===== src/hw/rtl/dual_time_proportional_heater_drive_top_macros.svh =====
// Assertion macros shared by the heater drive RTL.
`ifndef DUAL_TIME_PROPORTIONAL_HEATER_DRIVE_TOP_MACROS_SVH
`define DUAL_TIME_PROPORTIONAL_HEATER_DRIVE_TOP_MACROS_SVH

// Same-cycle implication, disabled while reset is asserted.
`define DTPHD_ASSERT_IMP(label, clk, rst_n, ante, cons, msg) \
	label: assert property (@(posedge clk) disable iff (!rst_n) (ante) |-> (cons)) \
		else $error(msg);

// Next-cycle implication, disabled while reset is asserted.
`define DTPHD_ASSERT_NXT(label, clk, rst_n, ante, cons, msg) \
	label: assert property (@(posedge clk) disable iff (!rst_n) (ante) |=> (cons)) \
		else $error(msg);

`endif


===== src/hw/rtl/dtphd_pkg.sv =====
// Shared widths, register indexes and constants of the heater drive.
`timescale 1ns / 1ps
package dtphd_pkg;

	localparam int RAW_W = 13;
	localparam int DEMAND_W = 12;
	localparam int TEMP_W = 14;
	localparam int CNT_W = 12;
	localparam int CFG_IDX_W = 3;
	localparam int CFG_DATA_W = 12;
	localparam int BREW_TGT_W = 11;
	localparam int STEAM_TGT_W = 12;
	localparam int OFFSET_W = 9;
	localparam int DIFF_W = 16;

	// Width of the quotient of a rounded-up demand by the mains period
	localparam int QUOT_W = 13;

	localparam int MAINS_FREQUENCY_HZ_DEF = 60;
	localparam int PERIOD_MS_DEF = 1000 / MAINS_FREQUENCY_HZ_DEF;

	localparam logic [CNT_W-1:0] CNT_MAX = {CNT_W{1'b1}};

	// Bang-bang band on set point minus temperature: +5 degC and -1 degC in 1/16 degC
	localparam logic signed [DIFF_W-1:0] OVER_BAND = 16'sd80;
	localparam logic signed [DIFF_W-1:0] UNDER_BAND = -16'sd16;

	typedef enum logic [CFG_IDX_W-1:0] {
		REG_BREW_TARGET = 3'd0,
		REG_STEAM_TARGET = 3'd1,
		REG_PROBE_OFFSET = 3'd2,
		REG_WINDOW_LENGTH = 3'd3,
		REG_SAMPLE_INTERVAL = 3'd4,
		REG_SHUTOFF_TEMP = 3'd5
	} cfg_reg_t;

	localparam logic [BREW_TGT_W-1:0] BREW_TARGET_RST = 11'd1472;
	localparam logic [STEAM_TGT_W-1:0] STEAM_TARGET_RST = 12'd2240;
	localparam logic signed [OFFSET_W-1:0] PROBE_OFFSET_RST = -9'sd128;
	localparam logic [CNT_W-1:0] WINDOW_LENGTH_RST = 12'd1500;
	localparam logic [CNT_W-1:0] SAMPLE_INTERVAL_RST = 12'd500;
	localparam logic [CNT_W-1:0] SHUTOFF_TEMP_RST = 12'd2640;

endpackage


===== src/hw/rtl/dtphd_if.sv =====
// Valid/ready channel interfaces for ticks, relay results and register writes.
`timescale 1ns / 1ps
interface dtphd_tick_if;
	import dtphd_pkg::*;
	logic valid;
	logic ready;
	logic signed [RAW_W-1:0] raw_temp;
	logic [DEMAND_W-1:0] brew_demand;
	logic [DEMAND_W-1:0] steam_demand;
	modport source (output valid, raw_temp, brew_demand, steam_demand, input ready);
	modport sink (input valid, raw_temp, brew_demand, steam_demand, output ready);
endinterface

interface dtphd_drive_if;
	import dtphd_pkg::*;
	logic valid;
	logic ready;
	logic heater_on;
	logic steam_on;
	logic shutoff;
	logic sample_strobe;
	logic signed [TEMP_W-1:0] held_temp;
	modport source (output valid, heater_on, steam_on, shutoff, sample_strobe, held_temp,
		input ready);
	modport sink (input valid, heater_on, steam_on, shutoff, sample_strobe, held_temp,
		output ready);
endinterface

interface dtphd_cfg_if;
	import dtphd_pkg::*;
	logic valid;
	logic ready;
	logic [CFG_IDX_W-1:0] idx;
	logic [CFG_DATA_W-1:0] data;
	modport source (output valid, idx, data, input ready);
	modport sink (input valid, idx, data, output ready);
endinterface


===== src/hw/rtl/dtphd_quot.sv =====
// Ceiling division of a demand by the mains period through a reciprocal multiply.
`timescale 1ns / 1ps
module dtphd_quot #(
	parameter int PERIOD_MS = dtphd_pkg::PERIOD_MS_DEF
) (
	input  logic [dtphd_pkg::DEMAND_W-1:0] demand,
	output logic [dtphd_pkg::QUOT_W-1:0]   quot
);
	import dtphd_pkg::*;

	// Biased demand stays below 2**XW; 2**K >= 2**XW * PERIOD_MS keeps the
	// reciprocal exact over that whole range.
	localparam int XW = DEMAND_W + 1;
	localparam int K = XW + $clog2(PERIOD_MS + 1);
	localparam int RECIP = (2 ** K + PERIOD_MS - 1) / PERIOD_MS;
	localparam int MW = $clog2(RECIP + 1);

	logic [XW-1:0]    biased;
	logic [XW+MW-1:0] prod;

	assign biased = {1'b0, demand} + XW'(PERIOD_MS - 1);
	assign prod = {{MW{1'b0}}, biased} * {{XW{1'b0}}, MW'(RECIP)};
	assign quot = QUOT_W'(prod >> K);

endmodule


===== src/hw/rtl/dual_time_proportional_heater_drive_top.sv =====
// Top level of the dual time-proportional heater relay drive.
`timescale 1ns / 1ps
`include "dual_time_proportional_heater_drive_top_macros.svh"
// Each tick request is one millisecond of a brew/steam heater controller:
// raw probe temperature plus two on-time demands. Every tick gives exactly
// one drive result (two relay bits, shutoff flag, sample strobe and the held
// corrected temperature). One tick is accepted per clock while the drive
// side does not stall; its result passes the input register, the demand
// quotient stage and the result register. The window and sample counters,
// which the next tick needs, update as each tick enters the result register.
// A held result does not block the input side until both internal stages
// are full. Registers are to be written through cfg (index 0..5: brew
// target, steam target, probe offset, window length, sample interval,
// shutoff temperature) only while no tick is in flight; the block does
// not enforce this. Writes to other indexes are dropped. A raw reading
// that is negative or at/above the shutoff temperature turns both relays
// off and latches nothing; the elapsed counters count on and saturate at 4095.
module dual_time_proportional_heater_drive_top #(
	parameter int MAINS_FREQUENCY_HZ = dtphd_pkg::MAINS_FREQUENCY_HZ_DEF
) (
	input logic         clk,
	input logic         arst_n,
	dtphd_cfg_if.sink   cfg,
	dtphd_tick_if.sink  tick,
	dtphd_drive_if.source drive
);
	import dtphd_pkg::*;

	// Mains period in ms, never below one
	localparam int PERIOD_MS = (1000 / MAINS_FREQUENCY_HZ > 0) ?
		(1000 / MAINS_FREQUENCY_HZ) : 1;
	localparam int PW = $clog2(PERIOD_MS + 1);
	localparam int RW = QUOT_W + PW;

	// ---------------------------------------------------------------
	// Configuration registers: always ready, write on handshake
	// ---------------------------------------------------------------
	logic [BREW_TGT_W-1:0]      brew_tgt_q;
	logic [STEAM_TGT_W-1:0]     steam_tgt_q;
	logic signed [OFFSET_W-1:0] offset_q;
	logic [CNT_W-1:0]           window_len_q;
	logic [CNT_W-1:0]           interval_q;
	logic [CNT_W-1:0]           shutoff_tmp_q;

	assign cfg.ready = 1'b1;

	always_ff @(posedge clk or negedge arst_n) begin
		if (!arst_n) begin
			brew_tgt_q    <= BREW_TARGET_RST;
			steam_tgt_q   <= STEAM_TARGET_RST;
			offset_q      <= PROBE_OFFSET_RST;
			window_len_q  <= WINDOW_LENGTH_RST;
			interval_q    <= SAMPLE_INTERVAL_RST;
			shutoff_tmp_q <= SHUTOFF_TEMP_RST;
		end else if (cfg.valid) begin
			case (cfg_reg_t'(cfg.idx))
				REG_BREW_TARGET:     brew_tgt_q    <= cfg.data[BREW_TGT_W-1:0];
				REG_STEAM_TARGET:    steam_tgt_q   <= cfg.data[STEAM_TGT_W-1:0];
				REG_PROBE_OFFSET:    offset_q      <= $signed(cfg.data[OFFSET_W-1:0]);
				REG_WINDOW_LENGTH:   window_len_q  <= cfg.data;
				REG_SAMPLE_INTERVAL: interval_q    <= cfg.data;
				REG_SHUTOFF_TEMP:    shutoff_tmp_q <= cfg.data;
				default: ;
			endcase
		end
	end

	// ---------------------------------------------------------------
	// Flow control: each stage advances when the one after it is free
	// ---------------------------------------------------------------
	logic out_valid_q;
	logic v_s1;
	logic v_s2;
	logic out_free;
	logic en2;
	logic en1;

	assign out_free = !out_valid_q || drive.ready;
	assign en2 = !v_s2 || out_free;
	assign en1 = !v_s1 || en2;
	assign tick.ready = en1;

	// ---------------------------------------------------------------
	// Stage 1: input register
	// ---------------------------------------------------------------
	logic signed [RAW_W-1:0] raw_s1;
	logic [DEMAND_W-1:0]     brew_dem_s1;
	logic [DEMAND_W-1:0]     steam_dem_s1;

	always_ff @(posedge clk or negedge arst_n) begin
		if (!arst_n) begin
			v_s1 <= 1'b0;
		end else if (en1) begin
			v_s1 <= tick.valid;
		end
	end

	always_ff @(posedge clk) begin
		if (en1 && tick.valid) begin
			raw_s1       <= tick.raw_temp;
			brew_dem_s1  <= tick.brew_demand;
			steam_dem_s1 <= tick.steam_demand;
		end
	end

	// ---------------------------------------------------------------
	// Stage 2: demand quotients by the mains period (state free)
	// ---------------------------------------------------------------
	logic [QUOT_W-1:0]       brew_quot;
	logic [QUOT_W-1:0]       steam_quot;
	logic [QUOT_W-1:0]       brew_quot_s2;
	logic [QUOT_W-1:0]       steam_quot_s2;
	logic signed [RAW_W-1:0] raw_s2;

	dtphd_quot #(.PERIOD_MS(PERIOD_MS)) u_brew_quot (
		.demand (brew_dem_s1),
		.quot   (brew_quot)
	);

	dtphd_quot #(.PERIOD_MS(PERIOD_MS)) u_steam_quot (
		.demand (steam_dem_s1),
		.quot   (steam_quot)
	);

	always_ff @(posedge clk or negedge arst_n) begin
		if (!arst_n) begin
			v_s2 <= 1'b0;
		end else if (en2) begin
			v_s2 <= v_s1;
		end
	end

	always_ff @(posedge clk) begin
		if (en2 && v_s1) begin
			raw_s2        <= raw_s1;
			brew_quot_s2  <= brew_quot;
			steam_quot_s2 <= steam_quot;
		end
	end

	// ---------------------------------------------------------------
	// Tick update: counters, sample latch, window latch, relay compare
	// ---------------------------------------------------------------
	logic [CNT_W-1:0]         win_el_q;
	logic [CNT_W-1:0]         samp_el_q;
	logic signed [TEMP_W-1:0] corr_q;
	logic [CNT_W-1:0]         brew_on_q;
	logic [CNT_W-1:0]         steam_on_q;

	logic                     step;
	logic [CNT_W-1:0]         win_inc;
	logic [CNT_W-1:0]         samp_inc;
	logic                     shut;
	logic                     samp_evt;
	logic                     win_evt;
	logic [CNT_W-1:0]         win_next;
	logic [CNT_W-1:0]         samp_next;
	logic signed [TEMP_W-1:0] corr_next;
	logic [RW-1:0]            brew_round_w;
	logic [RW-1:0]            steam_round_w;
	logic [CNT_W-1:0]         brew_round;
	logic [CNT_W-1:0]         steam_round;
	logic signed [DIFF_W-1:0] brew_diff;
	logic signed [DIFF_W-1:0] steam_diff;
	logic signed [DIFF_W-1:0] corr_ext;
	logic [CNT_W-1:0]         brew_on_new;
	logic [CNT_W-1:0]         steam_on_new;
	logic [CNT_W-1:0]         brew_on_next;
	logic [CNT_W-1:0]         steam_on_next;
	logic                     heater_next;
	logic                     steam_next;

	assign step = v_s2 && out_free;

	// Advance both elapsed counters, holding at full scale
	assign win_inc  = (win_el_q == CNT_MAX) ? win_el_q : win_el_q + 1'b1;
	assign samp_inc = (samp_el_q == CNT_MAX) ? samp_el_q : samp_el_q + 1'b1;

	// Negative reading or at/above the limit forces the relays off
	assign shut = raw_s2[RAW_W-1] || (raw_s2[CNT_W-1:0] >= shutoff_tmp_q);

	assign samp_evt  = !shut && (samp_inc > interval_q);
	assign samp_next = samp_evt ? samp_inc - interval_q : samp_inc;
	assign corr_next = samp_evt ?
		(TEMP_W'(raw_s2) + TEMP_W'(offset_q)) : corr_q;

	assign win_evt  = !shut && (win_inc > window_len_q);
	assign win_next = win_evt ? win_inc - window_len_q : win_inc;

	// Round demands up to whole mains periods, clamp to counter range
	assign brew_round_w  = {{PW{1'b0}}, brew_quot_s2} * {{QUOT_W{1'b0}}, PW'(PERIOD_MS)};
	assign steam_round_w = {{PW{1'b0}}, steam_quot_s2} * {{QUOT_W{1'b0}}, PW'(PERIOD_MS)};
	assign brew_round  = (brew_round_w > RW'(CNT_MAX)) ? CNT_MAX : brew_round_w[CNT_W-1:0];
	assign steam_round = (steam_round_w > RW'(CNT_MAX)) ? CNT_MAX : steam_round_w[CNT_W-1:0];

	// Bang-bang override uses the temperature latched on this very tick
	assign corr_ext   = DIFF_W'(corr_next);
	assign brew_diff  = $signed(DIFF_W'(brew_tgt_q)) - corr_ext;
	assign steam_diff = $signed(DIFF_W'(steam_tgt_q)) - corr_ext;

	assign brew_on_new = (brew_diff > OVER_BAND) ? window_len_q :
		(brew_diff < UNDER_BAND) ? '0 : brew_round;
	assign steam_on_new = (steam_diff > OVER_BAND) ? window_len_q :
		(steam_diff < UNDER_BAND) ? '0 : steam_round;

	assign brew_on_next  = win_evt ? brew_on_new : brew_on_q;
	assign steam_on_next = win_evt ? steam_on_new : steam_on_q;

	assign heater_next = !shut && (brew_on_next > win_next);
	assign steam_next  = !shut && (steam_on_next > win_next);

	always_ff @(posedge clk or negedge arst_n) begin
		if (!arst_n) begin
			win_el_q   <= '0;
			samp_el_q  <= '0;
			corr_q     <= '0;
			brew_on_q  <= '0;
			steam_on_q <= '0;
		end else if (step) begin
			win_el_q   <= win_next;
			samp_el_q  <= samp_next;
			corr_q     <= corr_next;
			brew_on_q  <= brew_on_next;
			steam_on_q <= steam_on_next;
		end
	end

	// ---------------------------------------------------------------
	// Result register
	// ---------------------------------------------------------------
	logic                     heater_q;
	logic                     steam_q;
	logic                     shut_q;
	logic                     strobe_q;
	logic signed [TEMP_W-1:0] held_q;

	always_ff @(posedge clk or negedge arst_n) begin
		if (!arst_n) begin
			out_valid_q <= 1'b0;
		end else if (out_free) begin
			out_valid_q <= v_s2;
		end
	end

	always_ff @(posedge clk) begin
		if (step) begin
			heater_q <= heater_next;
			steam_q  <= steam_next;
			shut_q   <= shut;
			strobe_q <= samp_evt;
			held_q   <= corr_next;
		end
	end

	assign drive.valid         = out_valid_q;
	assign drive.heater_on     = heater_q;
	assign drive.steam_on      = steam_q;
	assign drive.shutoff       = shut_q;
	assign drive.sample_strobe = strobe_q;
	assign drive.held_temp     = held_q;

	// ---------------------------------------------------------------
	// Assertions
	// ---------------------------------------------------------------
	`DTPHD_ASSERT_IMP(a_shut_relays_off, clk, arst_n, out_valid_q && shut_q,
		!heater_q && !steam_q && !strobe_q, "relay or strobe active during shutoff")

	`DTPHD_ASSERT_NXT(a_temp_only_on_strobe, clk, arst_n, step && !samp_evt,
		$stable(corr_q), "held temperature changed without a sample")

	`DTPHD_ASSERT_NXT(a_on_time_only_on_window, clk, arst_n, step && !win_evt,
		$stable(brew_on_q) && $stable(steam_on_q), "on-time changed off a window edge")

	`DTPHD_ASSERT_NXT(a_s2_held_on_stall, clk, arst_n, v_s2 && !out_free,
		v_s2 && $stable(raw_s2) && $stable(win_el_q), "stage 2 lost a stalled tick")

endmodule


===== src/flat_wrapper.sv =====
// flat-port wrapper written by rule: the top's interface ports become plain ports
module dual_time_proportional_heater_drive_top_flat import dtphd_pkg::*;
#(
	parameter int MAINS_FREQUENCY_HZ = dtphd_pkg::MAINS_FREQUENCY_HZ_DEF
)
  (clk, arst_n, cfg_valid, cfg_idx, cfg_data, cfg_ready, tick_valid, tick_raw_temp, tick_brew_demand, tick_steam_demand, tick_ready, drive_valid, drive_heater_on, drive_steam_on, drive_shutoff, drive_sample_strobe, drive_held_temp, drive_ready);
  dtphd_cfg_if cfg_i ();
  dtphd_tick_if tick_i ();
  dtphd_drive_if drive_i ();
  input logic clk;
  input logic arst_n;
  input wire logic [$bits(cfg_i.valid)-1:0] cfg_valid;
  input wire logic [$bits(cfg_i.idx)-1:0] cfg_idx;
  input wire logic [$bits(cfg_i.data)-1:0] cfg_data;
  output wire logic [$bits(cfg_i.ready)-1:0] cfg_ready;
  input wire logic [$bits(tick_i.valid)-1:0] tick_valid;
  input wire logic [$bits(tick_i.raw_temp)-1:0] tick_raw_temp;
  input wire logic [$bits(tick_i.brew_demand)-1:0] tick_brew_demand;
  input wire logic [$bits(tick_i.steam_demand)-1:0] tick_steam_demand;
  output wire logic [$bits(tick_i.ready)-1:0] tick_ready;
  output wire logic [$bits(drive_i.valid)-1:0] drive_valid;
  output wire logic [$bits(drive_i.heater_on)-1:0] drive_heater_on;
  output wire logic [$bits(drive_i.steam_on)-1:0] drive_steam_on;
  output wire logic [$bits(drive_i.shutoff)-1:0] drive_shutoff;
  output wire logic [$bits(drive_i.sample_strobe)-1:0] drive_sample_strobe;
  output wire logic [$bits(drive_i.held_temp)-1:0] drive_held_temp;
  input wire logic [$bits(drive_i.ready)-1:0] drive_ready;
  assign cfg_i.valid = cfg_valid;
  assign cfg_i.idx = cfg_idx;
  assign cfg_i.data = cfg_data;
  assign cfg_ready = cfg_i.ready;
  assign tick_i.valid = tick_valid;
  assign tick_i.raw_temp = tick_raw_temp;
  assign tick_i.brew_demand = tick_brew_demand;
  assign tick_i.steam_demand = tick_steam_demand;
  assign tick_ready = tick_i.ready;
  assign drive_valid = drive_i.valid;
  assign drive_heater_on = drive_i.heater_on;
  assign drive_steam_on = drive_i.steam_on;
  assign drive_shutoff = drive_i.shutoff;
  assign drive_sample_strobe = drive_i.sample_strobe;
  assign drive_held_temp = drive_i.held_temp;
  assign drive_i.ready = drive_ready;
  dual_time_proportional_heater_drive_top #(.MAINS_FREQUENCY_HZ(MAINS_FREQUENCY_HZ)) u_core (.clk(clk), .arst_n(arst_n), .cfg(cfg_i), .tick(tick_i), .drive(drive_i));
endmodule

===== config.mk =====
export PLATFORM = sky130hd
export DESIGN_NAME = dual_time_proportional_heater_drive_top_flat
export DESIGN_NICKNAME = d
export VERILOG_FILES = /design/src/hw/rtl/dtphd_pkg.sv /design/src/hw/rtl/dtphd_if.sv /design/src/hw/rtl/dtphd_quot.sv /design/src/hw/rtl/dual_time_proportional_heater_drive_top.sv /design/src/flat_wrapper.sv
export VERILOG_INCLUDE_DIRS = /design/src /design/src/hw/rtl
export SDC_FILE = /design/constraint.sdc
export NUM_CORES = 1
export LEC_CHECK = 0
export BUFFER_PORTS_ARGS = -buffer_cell sky130_fd_sc_hd__buf_2
export CORE_MARGIN = 3
export CORE_UTILIZATION = 35
export CTS_CLUSTER_DIAMETER = 150
export DETAILED_ROUTE_END_ITERATION = 8
export PLACE_DENSITY_LB_ADDON = 0.1
export SKIP_CTS_REPAIR_TIMING = 1
export SLEW_MARGIN = 20
export SYNTH_ARGS = -nofsm -noshare
export SYNTH_HDL_FRONTEND = slang
export SYNTH_SLANG_ARGS = --single-unit

===== constraint.sdc =====
create_clock -name clk -period 8.57 [get_ports clk]
set_input_delay 0.4285 -clock clk [delete_from_list [all_inputs] [get_ports clk]]
set_output_delay 0.4285 -clock clk [all_outputs]
set_load 0.02 [all_outputs]

==> results.md, run 1 <==
- Run status: completed
- Width of the die: 201 microns
- Area growth from synthesis to layout: 16.1%
- Highest attainable clock frequency: 0.122 GHz
- Final setup violation count: 0
- Clk sink count: 219
- Crit path required time: between 8 and 9 ns
- Count of flip-flops with a built-in enable after synthesis: 86
- Library cells used by synthesis: 77
- Ys async rst share: 0.607
- Vias per Instance: 5.19
- Post-synthesis cell area: 13,300 sq um
- Clock Tree Root: sky130_fd_sc_hd__clkbuf_16
- Dominant combinational cell family by area after synthesis: compound AO/OA/AOI/OAI gates
- Number of global-route vias before repair: approximately 10,000
- Synthesized area per cell: roughly 10 sq um
- Number of DRC violations after detailed routing: 0
- Endpoints failing hold: 0
- Number of iterations in the first detailed-routing pass: 6
- Most used standard cells in the synthesized netlist: sky130_fd_sc_hd__nand2_1 (137), sky130_fd_sc_hd__dfrtp_1 (107), sky130_fd_sc_hd__o21ai_0 (105)
- Slew of the pin with the lowest slew margin: 1.08 ns
- Number of nets with antenna violations after detailed routing: 0
- Maximum Capacitance Violations: 0
- Post-synth top area share: 0.201
- Final Skew: about 0.01 ns
- Row Count: 70
- Hold crit path type: in -> reg
- Part of the Yosys area used for sequential elements: 0.447
- Final Util: 0.417
- Dpl cells: 1,917
- Total area of sequential cells: 5940 sq um
- XOR/XNOR Fraction of Synth Area: 0.0559
- Iter 0 DRT Violations: 556
- TritonCTS clock tree: yes
- Layout cells sized above 1: 0.185
- Maximum number of pins on one net before global-route repair: 75
- GRT Overall Usage: 0.175
- Time the final worst path needs with I/O delays and setup: 8.17 ns
- Number of flip-flops and latches in the synthesized netlist: 219
- Antenna cell count: 0
- CTS H-Tree Depth: 1
- Post-synthesis simple-gate area fraction: 0.150
- Effective utilization at floorplan: 0.359
- CP peak stage delay: approximately 0.47 ns
- Buffer depth of the longest clock path: 3
- Die outline area: about 40,000 sq um
- Antenna violations before repair: 0
- Multiplexer fraction of the synthesized cell area: 0.0581
- Endpoint kind of the worst setup timing path: flip-flop
- Clock buffers created by TritonCTS: 27
- Fraction of the mapped netlist area in adder cells: 0.0901
- Net count after synthesis: between 1,000 and 1,500
- Via count: 10,218
- Final routed wirelength across all metal layers: 36.1 mm
- Number of buffers added on ports: 76
- Period Utilization, post-route: 0.954
- Area of the multi-input gates: 6940 sq um
- Most common flop cell mapped by yosys: sky130_fd_sc_hd__dfrtp_1
- Most area-hungry cell type in the Yosys netlist: sky130_fd_sc_hd__dfrtp_1
- Most numerous cell in the Yosys netlist: sky130_fd_sc_hd__nand2_1
- Total congestion overflow after global routing: 0
- Max-slew violation count: 0
- Die H: 201 microns
- Final weighted congestion in routability-driven placement: 0.893
- Startpoint type of the worst setup path: flip-flop
- Layout fillers: 3,620
- Worst Setup Path Type: reg -> reg
- Cells taking the most area after synthesis: sky130_fd_sc_hd__dfrtp_1 (20%), sky130_fd_sc_hd__edfxtp_1 (19%), sky130_fd_sc_hd__ha_1 (8.1%)
- Worst-Skew Late Latency: 0.55 ns
- Number of standard cells in the layout, taps in and fillers out: a little under 2,000
- Synth Area in Compound Gates: 0.161
- Slowest library cell on the worst path: sky130_fd_sc_hd__a2111o_1
- Half-perimeter wire length after detailed placement: 26.8 mm
- Count of pins on the block boundary: 78
- First-pass GRT wire length: ~57 mm
- Clock-pin slew of the registers on the worst-case setup and hold paths: 0.06 ns
- Final layout net count: about 1,600
- Power per standard cell area: 323 nW/um^2
- Critical-path maximum fanout: 15
- Max transition margin: 0.276
- Worst vdd ir: 0.000130 V
- Number of instances in the synthesized netlist: ~1,300
- Leakage component of the power: between 0.006 and 0.007 uW
- Count of warnings emitted by yosys: 0
- Area of the core: 37,000 sq um
- Routed wire length per instance: 18.4 microns
- CP arrival: about 8.4 ns
## metal layers
metal,GRT usage,vias up,wire (microns)
met3,0.0303,48,1870
met1,0.259,4870,17700
met4,0.0509,0,935
met2,0.264,223,15600
li1,-,5077,-
met5,0,-,0
## flip-flops by register name (all words and copies together), names as in the netlist, 9 cells and up
signal,count
u_core.brew_dem_s1,12
u_core.brew_on_q,12
u_core.brew_quot_s2,9
u_core.brew_tgt_q,11
u_core.corr_q,14
u_core.drive.held_temp,14
u_core.interval_q,12
u_core.offset_q,9
u_core.raw_s1,13
u_core.raw_s2,13
u_core.samp_el_q,12
u_core.shutoff_tmp_q,12
u_core.steam_dem_s1,12
u_core.steam_on_q,12
u_core.steam_quot_s2,9
u_core.steam_tgt_q,12
u_core.win_el_q,12
u_core.window_len_q,12
## layout make-up
type	instances	area share
Multi-Input combinational cell	992	0.449
Sequential cell	219	0.385
Clock buffer	36	0.0485
Timing Repair Buffer	113	0.0437
Tap cell	504	0.0408
Inverter	90	0.0219
Clock inverter	13	0.0111
## where the power goes
| part | switching (uW) | internal, uW |
|---|---|---|
| Sequential | 172 | 1350 |
| Clock | 459 | 731 |
| Combinational | 1300 | 974 |
| Total | 1930 | 3050 |
## cell usage in the layout (no fill, tap or decap), drive strengths merged, types with 19 or more instances in the layout
cell type / synthesis / routed
a21oi: 60 / 60
a31oi: 27 / 27
and2: 20 / 20
buf: 13 / 112
clkbuf: 32 / 36
dfrtp: 107 / 107
dfstp: 26 / 26
edfxtp: 86 / 86
ha: 86 / 86
inv: 90 / 90
mux2: 52 / 52
nand2: 137 / 137
nand3: 22 / 22
nand4: 19 / 19
nor2: 98 / 98
nor2b: 21 / 21
nor3: 19 / 19
o21ai: 108 / 108
xnor2: 59 / 59
xor2: 26 / 26
## cell families after synthesis
logic type | after synthesis
and+or+nand+nor | 413
AOI/OAI and AO/OA | 328
DFF | 219
buffers and inverters | 135
adders and majority gates | 95
xor gates and xnor gates | 85
muxes | 70
other | 1
## worst max-delay path: cells and delay by family (launching register included)
| kind | cells | cell delay (ns) |
|---|---|---|
| DFF | 1 | 0.43 |
| adders and majority gates | 5 | 1.53 |
| AOI/OAI and AO/OA | 12 | 3.21 |
| xor gates and xnor gates | 2 | 0.36 |
| buffers and inverters | 2 | 0.30 |
| and+or+nand+nor | 12 | 2.07 |
## worst paths after layout
kind / startpoint / cells after the start / to / slack, ns
worst max-delay path: u_core.samp_el_q[3] / 33 / u_core.drive.heater_on / 0.40
worst min-delay path: tick_raw_temp[8] / 1 / u_core.raw_s1[8] / 0.06
worst max register to register: u_core.samp_el_q[3] / 33 / u_core.drive.heater_on / 0.40
worst min register to register: u_core.raw_s1[12] / 0 / u_core.raw_s2[12] / 0.42
max in group asynchronous: arst_n / 3 / u_core.win_el_q[6] / 6.71
min in group asynchronous: arst_n / 2 / u_core.v_s1 / 0.46
## metrics by stage
step                setup slack, ns  area [sq um]  hold WS [ns]  setup TNS (ns)  total power [uW]
finish                        0.397         15400        0.0558               0              4990
detailed placement            0.282         14400         0.406               0              3780
CTS                           0.259         15400       -0.0757               0              5010
global placement              0.346         14400         0.405               0              3780
global route                -0.0108         15400        0.0193         -0.0109              5390
floorplan                     0.538         13300         0.133               0              3160
No activity file was read; power rests on OpenSTA's default activity.
==> run 2: changes to the inputs <==
--- a/config.mk
+++ b/config.mk
@@ -6,6 +6,7 @@
 export SDC_FILE = /design/constraint.sdc
 export NUM_CORES = 1
 export LEC_CHECK = 0
+export ABC_AREA = 1
 export BUFFER_PORTS_ARGS = -buffer_cell sky130_fd_sc_hd__buf_2
 export CORE_MARGIN = 3
 export CORE_UTILIZATION = 35
==> run 2 against run 1 <==
Effect of this change:
- sequential share of layout area shrank 1.2 points
- non-clock buffer count decreased by 30
- clock power fell by 3%
- global-route usage is 0.78 points higher
- critical path depth increased by 7
- largest cell class unchanged
- first-iteration DRC count grew 28%
- clock-buffer cell count is 5 lower
- synthesized cell count grew 36%
==> results.md, run 2 <==
- Run status: completed
- Clk sink count: 219
- Slew of the pin with the lowest slew margin: 0.942 ns
- Critical-path maximum fanout: 42
- Startpoint type of the worst setup path: flip-flop
- Final weighted congestion in routability-driven placement: 0.925
- Met3 Track Usage GR: 0.0235
- First-pass GRT wire length: 63.7 mm
- Die outline area: 42,900 sq um
- Layer carrying the most global-route usage: met2
- Endpoints failing hold: 0
- Commonest non-fill, non-tap cell in the layout: sky130_fd_sc_hd__nand2_1
- Via count: 11,921
- Slowest library cell on the worst path: sky130_fd_sc_hd__o21ai_0
- Total non-filler cell area in the finished layout: roughly 16,000 sq um
- Die H: 207 microns
- Number of buffers and inverters on the critical path: 5
- Crit path required time: 8.85 ns
- CP peak stage delay: 0.73 ns
- Half-perimeter wire length after detailed placement: roughly 30 mm
- Total area of sequential cells: between 5000 and 6000 sq um
- Synthesized area per cell: slightly below 8 sq um
- CTS H-Tree Depth: 1
- Most frequent cells in the layout: sky130_fd_sc_hd__nand2_1 (567), sky130_fd_sc_hd__inv_1 (216), sky130_fd_sc_hd__o21ai_0 (146)
- Number of nets with antenna violations after detailed routing: 0
- Count of warnings emitted by yosys: 0
- Met2 layer usage reported by global route: 0.291
- Cells taking the most area after synthesis: sky130_fd_sc_hd__dfrtp_1 (19%), sky130_fd_sc_hd__edfxtp_1 (18%), sky130_fd_sc_hd__nand2_1 (15%)
- Antenna cell count: 0
- Time the final worst path needs with I/O delays and setup: 7.39 ns
- Width of the die: between 200 and 250 microns
- Max-slew violation count: 0
- Vias per Instance: 4.87
- Number of global-route vias before repair: roughly 12,000
- Number of buffers added on ports: 76
- Number of DRC violations after detailed routing: 0
- Number of instances in the synthesized netlist: 1,833
- Area growth from synthesis to layout: 12.7%
- Final Util: 0.401
- Hold crit path type: in -> async
- Final setup TNS: 0 ns
- Worst Setup Path Type: reg -> reg
- TritonCTS clock tree: yes
- Placed standard-cell area: 15,000 sq um
- Most numerous cell in the Yosys netlist: sky130_fd_sc_hd__nand2_1
- Worst-Skew Late Latency: 0.55 ns
- Clock Tree Root: sky130_fd_sc_hd__clkbuf_16
- CP arrival: 7.67 ns
- Clock buffers created by TritonCTS: 28
- Part of the Yosys area used for sequential elements: 0.420
- Leakage component of the power: around 0.0078 uW
- Power per standard cell area: 389 nW/um^2
- Count of flip-flops with a built-in enable after synthesis: 86
- Final routed wirelength across all metal layers: 39.3 mm
- WHS: 0.0174 ns
- Number of iterations in the first detailed-routing pass: 5
- Row Count: 73
- Total congestion overflow after global routing: 0
- Highest attainable clock frequency: 0.135 GHz
- Net count after synthesis: 1,979
- Effective utilization at floorplan: 0.356
- Worst vdd ir: about 0.00015 V
- Area of the multi-input gates: 7190 sq um
- GRT Overall Usage: 0.183
- Count of pins on the block boundary: just under 80
- Layout fillers: around 4,200
- Most used standard cells in the synthesized netlist: sky130_fd_sc_hd__nand2_1 (568), sky130_fd_sc_hd__inv_1 (217), sky130_fd_sc_hd__o21ai_0 (146)
- Layout cells sized above 1: 0.125
- Final layout net count: 2,047
- Antenna violations before repair: 2
- Maximum Capacitance Violations: 0
- Period Utilization, post-route: 0.862
- Number of flip-flops and latches in the synthesized netlist: between 200 and 250
- Routed wire length per instance: about 16 microns
- Top cell by count, worst path: sky130_fd_sc_hd__nor2_1
- Post-synth top area share: 0.189
- Endpoint kind of the worst setup timing path: flip-flop
- Most common flop cell mapped by yosys: sky130_fd_sc_hd__dfrtp_1
- Clock-pin slew of the registers on the worst-case setup and hold paths: 0.06 ns
- Buffer depth of the longest clock path: 3
- Most area-hungry cell type in the Yosys netlist: sky130_fd_sc_hd__dfrtp_1
- Ys async rst share: 0.607
- Max transition margin: 0.372
- Final Skew: 0.0118 ns
- Area of the core: 39,800 sq um
- Final setup violation count: 0
- Maximum number of pins on one net before global-route repair: 94
- GRT met1 Usage: 0.270
- Setup repair after global routing missed its margin: no
- Category of cells accounting for the largest share of critical-path delay: simple AND/OR/NAND/NOR gates
- Post-synthesis cell area: 14,200 sq um
- Iter 0 DRT Violations: 714
- Library cells used by synthesis: 57
-- run 2: cell count changes in the layout (fill, tap and decap cells not counted), moves of 27 or more --
| cell | before | now |
|---|---|---|
| sky130_fd_sc_hd__o21ai_0 | 104 | 146 |
| sky130_fd_sc_hd__xnor2_1 | 59 | 15 |
| sky130_fd_sc_hd__inv_1 | 89 | 216 |
| sky130_fd_sc_hd__nand2_1 | 136 | 567 |
| sky130_fd_sc_hd__buf_4 | 34 | 7 |
| sky130_fd_sc_hd__mux2_2 | 52 | 0 |
| sky130_fd_sc_hd__nand3_1 | 21 | 116 |
-- run 2: power breakdown --
group / leakage [uW] / total (uW) / internal, uW / switching [uW]
Combinational: 0.00493 / 3500 / 1180 / 2320
Sequential: 0.00245 / 1560 / 1400 / 158
Clock: 0.000449 / 1150 / 702 / 453
Total: 0.00784 / 6210 / 3280 / 2930
-- run 2: worst paths after layout --
check                      slack [ns]  depth (start not counted)                      to                start
max reg2reg                      1.18                         40   u_core.drive.steam_on  u_core.samp_el_q[0]
max                              1.18                         40   u_core.drive.steam_on  u_core.samp_el_q[0]
max in group asynchronous        7.50                          2     u_core.brew_on_q[5]               arst_n
min reg2reg                      0.41                          0        u_core.raw_s2[5]     u_core.raw_s1[5]
min in group clk                 0.05                          1        u_core.raw_s1[0]     tick_raw_temp[0]
min                              0.02                          1  u_core.window_len_q[9]               arst_n
-- run 2: cells by family (layout without fill, tap and decap cells) --
group           after synthesis  in the layout  synth area share
fa+ha+maj                    89             89            0.0802
other cells                   1              1          0.000265
flops                       219            219             0.420
mux                           1              1          0.000707
simple gates                936            936             0.289
compound gates              282            282             0.111
buf+inv                     264            353            0.0734
xor+xnor                     41             41            0.0254
-- run 2: stage by stage --
| stage | power [uW] | instances | setup WS, ns |
|---|---|---|---|
| 2_1_floorplan | 4180 | 1833 | 2.37 |
| 3_3_place_gp | 5060 | 2396 | 1.39 |
| 3_5_place_dp | 5070 | 2396 | 1.25 |
| 4_1_cts | 6270 | 2447 | 1.23 |
| 5_1_grt | 6870 | 2447 | 0.356 |
| 6_report | 6210 | 2447 | 1.18 |
-- run 2: area by class of cell --
class,count,share of cell area
clock inverter,20,0.0113
multi-input combinational,1350,0.450
clock buffer,31,0.0459
sequential,219,0.372
inverter,219,0.0515
tap,525,0.0412
timing repair buffer,83,0.0275
-- run 2: routing by layer --
layer,vias to the layer above,part of all wire
li1,6161,-
met1,5475,0.50
met2,243,0.44
met3,42,0.045
met4,0,0.015
met5,-,0
